===== src/design/cbb_pkg.sv =====
// shared types and constants of the clipped frame-store blitter
`timescale 1ns / 1ps

package cbb_pkg;

    localparam int CMD_W      = 3;
    localparam int COORD_W    = 16;
    localparam int PIX_W      = 8;
    localparam int SCREEN_W_D = 256;
    localparam int SCREEN_H_D = 128;

    typedef enum logic [CMD_W-1:0] {
        CMD_CLEAR       = 3'd0,
        CMD_SET_PIXEL   = 3'd1,
        CMD_READ_PIXEL  = 3'd2,
        CMD_FILL_RECT   = 3'd3,
        CMD_BLIT_START  = 3'd4,
        CMD_BLIT_PIXEL  = 3'd5
    } t_cmd;

endpackage


===== src/design/cbb_walker.sv =====
// rectangle walker: one pixel write per cycle over a clipped rectangle
`timescale 1ns / 1ps

module cbb_walker #(
    parameter int SCREEN_W = cbb_pkg::SCREEN_W_D,
    parameter int SCREEN_H = cbb_pkg::SCREEN_H_D,
    parameter int XW       = (SCREEN_W > 1) ? $clog2(SCREEN_W) : 1,
    parameter int YW       = (SCREEN_H > 1) ? $clog2(SCREEN_H) : 1,
    parameter int AW       = $clog2(SCREEN_W * SCREEN_H)
) (
    input  logic                       i_clk,
    input  logic                       i_rst_n,
    input  logic                       i_start,
    input  logic [XW-1:0]              i_x0,
    input  logic [YW-1:0]              i_y0,
    input  logic [XW-1:0]              i_xl,
    input  logic [YW-1:0]              i_yl,
    input  logic [cbb_pkg::PIX_W-1:0]  i_color,
    output logic                       o_busy,
    output logic [AW-1:0]              o_addr,
    output logic [cbb_pkg::PIX_W-1:0]  o_data
);
    import cbb_pkg::*;

    logic             r_busy;
    logic [AW-1:0]    r_base;
    logic [XW-1:0]    r_col;
    logic [YW-1:0]    r_row;
    logic [XW-1:0]    r_x0;
    logic [XW-1:0]    r_xl;
    logic [YW-1:0]    r_yl;
    logic [PIX_W-1:0] r_color;

    // reset starts a full-screen pass in black
    always_ff @(posedge i_clk) begin
        if (!i_rst_n) begin
            r_busy  <= 1'b1;
            r_base  <= '0;
            r_col   <= '0;
            r_row   <= '0;
            r_x0    <= '0;
            r_xl    <= XW'(SCREEN_W - 1);
            r_yl    <= YW'(SCREEN_H - 1);
            r_color <= '0;
        end else if (i_start) begin
            r_busy  <= 1'b1;
            r_base  <= AW'(i_y0) * AW'(SCREEN_W);
            r_col   <= i_x0;
            r_row   <= i_y0;
            r_x0    <= i_x0;
            r_xl    <= i_xl;
            r_yl    <= i_yl;
            r_color <= i_color;
        end else if (r_busy) begin
            if (r_col == r_xl) begin
                r_col <= r_x0;
                if (r_row == r_yl) begin
                    r_busy <= 1'b0;
                end else begin
                    r_row  <= r_row + 1'b1;
                    r_base <= r_base + AW'(SCREEN_W);
                end
            end else begin
                r_col <= r_col + 1'b1;
            end
        end
    end

    assign o_busy = r_busy;
    assign o_addr = r_base + AW'(r_col);
    assign o_data = r_color;

endmodule


===== config.mk =====
export PLATFORM = sky130hd
export DESIGN_NAME = cbb_walker
export DESIGN_NICKNAME = d
export VERILOG_FILES = /design/src/design/cbb_pkg.sv /design/src/design/cbb_walker.sv
export SDC_FILE = /design/constraint.sdc
export NUM_CORES = 1
export LEC_CHECK = 0
export BUFFER_PORTS_ARGS = -buffer_cell sky130_fd_sc_hd__clkbuf_2
export CORE_ASPECT_RATIO = 1.75
export CORE_MARGIN = 1.5
export CORE_UTILIZATION = 53
export DETAILED_ROUTE_END_ITERATION = 8
export PLACE_DENSITY = 0.79
export SLEW_MARGIN = 10
export SYNTH_ARGS = -nofsm -noshare
export SYNTH_HDL_FRONTEND = slang
export SYNTH_SLANG_ARGS = --single-unit

===== constraint.sdc =====
create_clock -name i_clk -period 2.1 [get_ports i_clk]
set_input_delay 0 -clock i_clk [delete_from_list [all_inputs] [get_ports i_clk]]
set_output_delay 0 -clock i_clk [all_outputs]
set_load 0.01 [all_outputs]

==> results.sh, run 1 <==
export IMPL_outcome="completed"
export IMPL_htree_num_levels=2
export IMPL_synth_cells=276
export IMPL_fin_skew_ns=0.00528
export IMPL_crit_end="r_base[14]"
export IMPL_ys_seq_area_share_pct=40.6
export IMPL_antenna_found_initial=0
export IMPL_stdcell_count=426
export IMPL_drt_total_wl_mm=6.59
export IMPL_start_util_pct=54.5
export IMPL_yosysWarningCount=0
export IMPL_ff2ff_path_depth=6
export IMPL_max_vdd_ir_drop_mv=0.643
export IMPL_ys_types=46
export IMPL_track_usage_pct=25.4
export IMPL_startpoint_type="flop"
export IMPL_first_global_vias=2499
export IMPL_syn_cell_area_um2=2660
export IMPL_io_buffers=64
export IMPL_avgSynthCellArea_um2=9.65
export IMPL_clock_latency_ns=0.30
export IMPL_synth_edf_count=0
export IMPL_critPathKind="flop to flop"
export IMPL_synth_most_common_cell="dfxtp_1"
export IMPL_dieArea_um2=5480
export IMPL_cts_path_max_buffers=2
export IMPL_tightest_slew_ns=0.609
export IMPL_ios=65
export IMPL_diodes=0
export IMPL_dpl_hpwl_mm=4.46
export IMPL_cts_hold_buffers_added=32
export IMPL_power_leakage_uw=0.00156
export IMPL_drive_gt1_share_pct=25.5
export IMPL_die_y_um=96.8
export IMPL_area_growth_pct=29.6
export IMPL_crit_slowest_cell="dfxtp_1"
export IMPL_max_cap_violations=0
export IMPL_grt_setup_unrepaired="false"
export IMPL_clkSinkCount=54
export IMPL_fmax_mhz=520
export IMPL_worst_path_stages=6
export IMPL_hold_path_class="input port to flop"
export IMPL_endpoint_kind="flop"
export IMPL_multi_input_area_um2=1490
export IMPL_first_iter_violations=88
export IMPL_cts_resized=0
export IMPL_via_count=2372
export IMPL_fill_cells=370
export IMPL_cp_num_buf_inv=0
export IMPL_die_w_um=56.6
export IMPL_drtAntennaViolNets=0
export IMPL_finalHoldViolCount=0
export IMPL_ys_top_cells_by_area="dfxtp_1 (41%), mux2i_1 (12%), xnor2_2 (4.3%)"
export IMPL_slowest_delay_ns=0.45
export IMPL_dp_slack_ns=0.209
export IMPL_register_area_um2=1080
export IMPL_cts_buffers=5
export IMPL_grt_pass1_wl_mm=11.1
export IMPL_fin_crit_ns=1.92
export IMPL_place_congestion=0.808
export IMPL_core_um2=4890
export IMPL_rrSetupSlack_ns=0.18
export IMPL_holdWs_ns=0.0134
export IMPL_via_per_inst=5.57
export IMPL_setup_tns_ns=0
export IMPL_root_buffer="clkbuf_8"
export IMPL_drt_first_pass_iters=4
export IMPL_ys_flop_type="dfxtp_1"
export IMPL_drc=0
export IMPL_layout_setup_ws_ns=0.177
export IMPL_maxSlewHeadroom_pct=59.4
export IMPL_power_density_nw_per_um2=608
export IMPL_synth_common_cells="dfxtp_1 (54), mux2i_1 (31), nand2_1 (30)"
export IMPL_crit_chain="xnor2_2 > nand4_4 > nor2_8 > nand4_1 > or3_1 > a31oi_1"
export IMPL_critPathRequiredTime_ns=2.33
export IMPL_timing_rr_start="r_col[4]"
export IMPL_synth_largest_area_cell="dfxtp_1"
export IMPL_nNetsFinal=415
export IMPL_rr_endpoint="r_base[14]"
export IMPL_cp_startpoint="r_col[4]"
export IMPL_synth_nets=320
export IMPL_grt_max_degree=45
export IMPL_cp_arrival_ns=2.15
export IMPL_finalPower_uw=2100
export IMPL_cts_setup_buffers=0
export IMPL_yosys_register_bits=54
export IMPL_cp_max_fo=16
export IMPL_async_flop_share_pct=0
export IMPL_setup_viol=0
export IMPL_drv_slew=0
export IMPL_cts_tree="done"
export IMPL_clk_pin_slew_ns=0.09
export IMPL_rows=34
export IMPL_synth_top_area_share_pct=40.6
export IMPL_path_delay_family="simple AND/OR/NAND/NOR gates"
export IMPL_layout_worst_path_cycle_share_pct=91.6
export IMPL_grt_ovfl_total=0
export IMPL_post_place_cells=386
export IMPL_drt_wirelength_per_cell_um=15.5
[stage by stage]
stage	area (um^2)	util [%]
6_report	3450	70.6
5_1_grt	3450	70.6
4_1_cts	3450	70.6
3_5_place_dp	3040	62.1
3_3_place_gp	3040	62.1
2_1_floorplan	2660	-
[tightest hold or removal path, delay by kind of cell]
kind,cells,cell delay [ns]
AOI/OAI and AO/OA,2,0.21
buffers and inverters,1,0.07
[final cells by class]
cell class	count	area share, %
clock inverter	1	0.145
clock buffer	7	2.50
tap	54	1.96
inverter	3	0.326
timing repair buffer	106	20.7
sequential	54	31.3
multi-input combinational	201	43.0
[registers in the layout, indices dropped and copies added, names as in the netlist]
| signal | flops |
|---|---|
| r_base | 7 |
| r_yl | 7 |
| o_busy | 1 |
| r_xl | 8 |
| o_data | 8 |
| r_x0 | 8 |
| r_col | 8 |
| r_row | 7 |
[worst min path at each step]
stage,slack (ns),depth (start not counted),startpoint,to
global route,0.05,3,i_y0[1],r_row[1]
global placement,0.22,3,i_xl[7],r_xl[7]
detailed placement,0.22,3,i_yl[0],r_yl[0]
CTS,0.01,3,i_y0[1],r_base[9]
floorplan,0.13,2,i_xl[0],r_xl[0]
finish,0.01,3,i_y0[1],r_base[9]
[power by group]
| group | total, uW | switching, uW | internal (uW) | leakage (uW) |
|---|---|---|---|---|
| registers | 1150 | 63.8 | 1090 | 0.000447 |
| clock network | 591 | 324 | 267 | 0.0000482 |
| logic | 356 | 163 | 193 | 0.00106 |
| total | 2100 | 552 | 1550 | 0.00156 |
[routing by layer]
layer | share of wire, % | up-vias | GRT usage [%]
met4 | 4.3 | 0 | 13.2
met2 | 55 | 70 | 46.7
li1 | - | 1172 | -
met5 | 0 | - | 0
met3 | 2.9 | 21 | 3.61
met1 | 38 | 1109 | 26.7
[layout by cell type, fill, tap and decap left out, drive strengths merged, types with 3 or more instances in the layout]
cell type | synthesis | layout
clkbuf | 12 | 71
dfxtp | 54 | 54
dlygate4sd3 | 0 | 32
mux2i | 31 | 31
nand2 | 30 | 30
a21oi | 16 | 16
o21ai | 15 | 15
nand4 | 13 | 13
xor2 | 12 | 12
xnor2 | 12 | 12
a21boi | 11 | 11
nor2b | 10 | 10
buf | 6 | 10
and3 | 6 | 6
nand3 | 6 | 6
nor2 | 5 | 5
inv | 3 | 3
and2 | 3 | 3
a211o | 3 | 3
a31oi | 3 | 3
ha | 3 | 3
[logic make-up (layout without fill, tap and decap cells)]
logic type	Yosys count	after routing	share of synthesized area (%)
xor gates and xnor gates	24	24	9.86
DFF	54	54	40.6
muxes	32	32	12.1
AOI/OAI and AO/OA	58	58	13.9
and+or+nand+nor	84	84	18.5
adders and majority gates	3	3	1.41
buffers and inverters	21	117	3.66
No activity file was read; power rests on OpenSTA's default activity.
==> run 2, diff against run 1 <==
CELL_PAD_IN_SITES_DETAIL_PLACEMENT = 0   (was unset)
CELL_PAD_IN_SITES_GLOBAL_PLACEMENT = 1   (was unset)
CORE_UTILIZATION = 40   (was 53)
GPL_TIMING_DRIVEN = 0   (was unset)
PLACE_DENSITY = unset   (was 0.79)
PLACE_DENSITY_LB_ADDON = 0.1   (was unset)
RECOVER_POWER = 50   (was unset)
==> results.sh, run 2 (same netlist as run 1, synthesis figures left out) <==
export IMPL_fin_crit_ns=1.94
export IMPL_clock_latency_ns=0.28
export IMPL_crit_end="r_base[13]"
export IMPL_startpoint_type="flop"
export IMPL_tightest_slew_ns=0.701
export IMPL_grt_ovfl_total=0
export IMPL_hold_path_class="input port to flop"
export IMPL_route_met2_wl_mm=3.98
export IMPL_p_clk_share_pct=35.1
export IMPL_core_um2=6490
export IMPL_power_leakage_uw=0.00148
export IMPL_drive_gt1_share_pct=17.6
export IMPL_cts_tree="done"
export IMPL_slowest_delay_ns=0.36
export IMPL_drtAntennaViolNets=0
export IMPL_grt_max_degree=15
export IMPL_utilization_pct=54.0
export IMPL_max_cap_violations=0
export IMPL_final_cell_mix="dfxtp_1 (52), clkbuf_2 (40), clkbuf_1 (36)"
export IMPL_post_place_cells=420
export IMPL_clkSinkCount=54
export IMPL_maxSlewHeadroom_pct=53.3
export IMPL_fin_skew_ns=0.00477
export IMPL_die_w_um=64.7
export IMPL_dpl_hpwl_mm=5.23
export IMPL_setup_viol=0
export IMPL_cp_arrival_ns=2.11
export IMPL_rows=39
export IMPL_drc=0
export IMPL_routed_top_layer="met4"
export IMPL_power_density_nw_per_um2=656
export IMPL_wl_met3_um=214
export IMPL_finalHoldViolCount=0
export IMPL_area_growth_pct=31.6
export IMPL_worst_path_stages=6
export IMPL_outcome="completed"
export IMPL_die_y_um=111
export IMPL_cts_buffers=5
export IMPL_timing_rr_start="r_row[1]"
export IMPL_cts_setup_buffers=0
export IMPL_first_global_vias=2422
export IMPL_crit_chain="xor2_1 > nor4_1 > nand4_1 > buf_2 > and2_1 > o311a_1"
export IMPL_layout_worst_path_cycle_share_pct=92.4
export IMPL_comb_power_share_pct=14.7
export IMPL_nNetsFinal=420
export IMPL_io_buffers=62
export IMPL_grt_pass1_wl_mm=11.5
export IMPL_drt_first_pass_iters=4
export IMPL_htree_num_levels=2
export IMPL_path_delay_family="simple AND/OR/NAND/NOR gates"
export IMPL_switching_share_pct=24.7
export IMPL_endpoint_kind="flop"
export IMPL_drt_met1_wl_mm=2.68
export IMPL_antenna_found_initial=0
export IMPL_critPathKind="flop to flop"
export IMPL_fmax_mhz=515
export IMPL_dieArea_um2=7180
export IMPL_ff2ff_path_depth=6
export IMPL_place_congestion=0.841
export IMPL_cp_max_fo=10
export IMPL_clk_pin_slew_ns=0.06
export IMPL_stdcell_count=457
export IMPL_layout_setup_ws_ns=0.159
export IMPL_first_iter_violations=75
export IMPL_seq_power_share_pct=50.2
export IMPL_ios=65
export IMPL_root_buffer="clkbuf_16"
export IMPL_drt_wirelength_per_cell_um=15.4
export IMPL_dp_slack_ns=0.0997
export IMPL_cp_startpoint="r_row[1]"
export IMPL_grt_setup_unrepaired="false"
export IMPL_crit_slowest_cell="dfxtp_1"
export IMPL_power_switching_uw=569
export IMPL_fill_cells=657
export IMPL_cts_path_max_buffers=2
export IMPL_final_common_cell="dfxtp_1"
export IMPL_finalPower_uw=2300
export IMPL_cp_num_buf_inv=1
export IMPL_start_util_pct=41.0
export IMPL_max_vdd_ir_drop_mv=0.359
export IMPL_rrSetupSlack_ns=0.16
export IMPL_critPathRequiredTime_ns=2.27
export IMPL_drv_slew=0
export IMPL_rr_endpoint="r_base[13]"
export IMPL_setup_tns_ns=0
export IMPL_drt_total_wl_mm=7.04
export IMPL_via_per_inst=5.19
export IMPL_diodes=0
export IMPL_internal_power_uw=1730
export IMPL_track_usage_pct=21.0
export IMPL_via_count=2373
run 2: cell count changes in the layout (fill, tap and decap cells not counted), sizes merged:
cell / change
buf: -6
clkinv: -1
dlygate4sd3: -1
clkbuf: +11
run 2: layout make-up:
class	instances	area [um^2]	area share, %
Buffer	18	85.1	2.43
Clock buffer	6	139	3.96
Inverter	3	11.3	0.321
Multi-Input combinational cell	201	1490	42.5
Sequential cell	54	1080	30.9
Tap cell	82	103	2.93
Timing Repair Buffer	93	593	16.9
run 2: power by group through the flow:
stage / logic [uW] / registers, uW / clock network, uW
floorplan: 187 / 1170 / 0
global placement: 298 / 1180 / 0
detailed placement: 304 / 1180 / 0
CTS: 349 / 1160 / 833
global route: 377 / 1160 / 861
finish: 338 / 1160 / 806
run 2: timing repair:
item                                    CTS  global route
hold buffers                             31             0
resized for setup                         0             3
endpoints found under the hold margin    36             0
endpoints found under the setup margin    0             3
run 2: per-layer routing:
layer  up-vias  GRT usage [%]
li1       1180              -
met1      1114           21.6
met2        66           40.3
met3        13           3.15
met4         0           9.08
met5         -              0
run 2: worst min path at each step:
stage / start / endpoint / slack, ns / depth (start not counted)
global route: i_y0[0] / r_base[8] / 0.1 / 3
CTS: i_y0[0] / r_base[8] / 0.02 / 3
floorplan: i_xl[0] / r_xl[0] / 0.13 / 2
finish: i_y0[0] / r_base[8] / 0.03 / 3
detailed placement: i_xl[6] / r_xl[6] / 0.22 / 3
global placement: i_yl[5] / r_yl[5] / 0.22 / 3
run 2: stage by stage:
| step | hold slack (ns) | cell area [um^2] |
|---|---|---|
| floorplan | 0.129 | 2660 |
| CTS | 0.0233 | 3530 |
| global route | 0.0952 | 3510 |
| detailed placement | 0.224 | 3080 |
| finish | 0.0286 | 3510 |
| global placement | 0.218 | 3080 |
run 2: worst min-delay path: stages:
cell	delay, ns
clkbuf_2	0.07
o21ai_0	0.09
a21oi_1	0.11
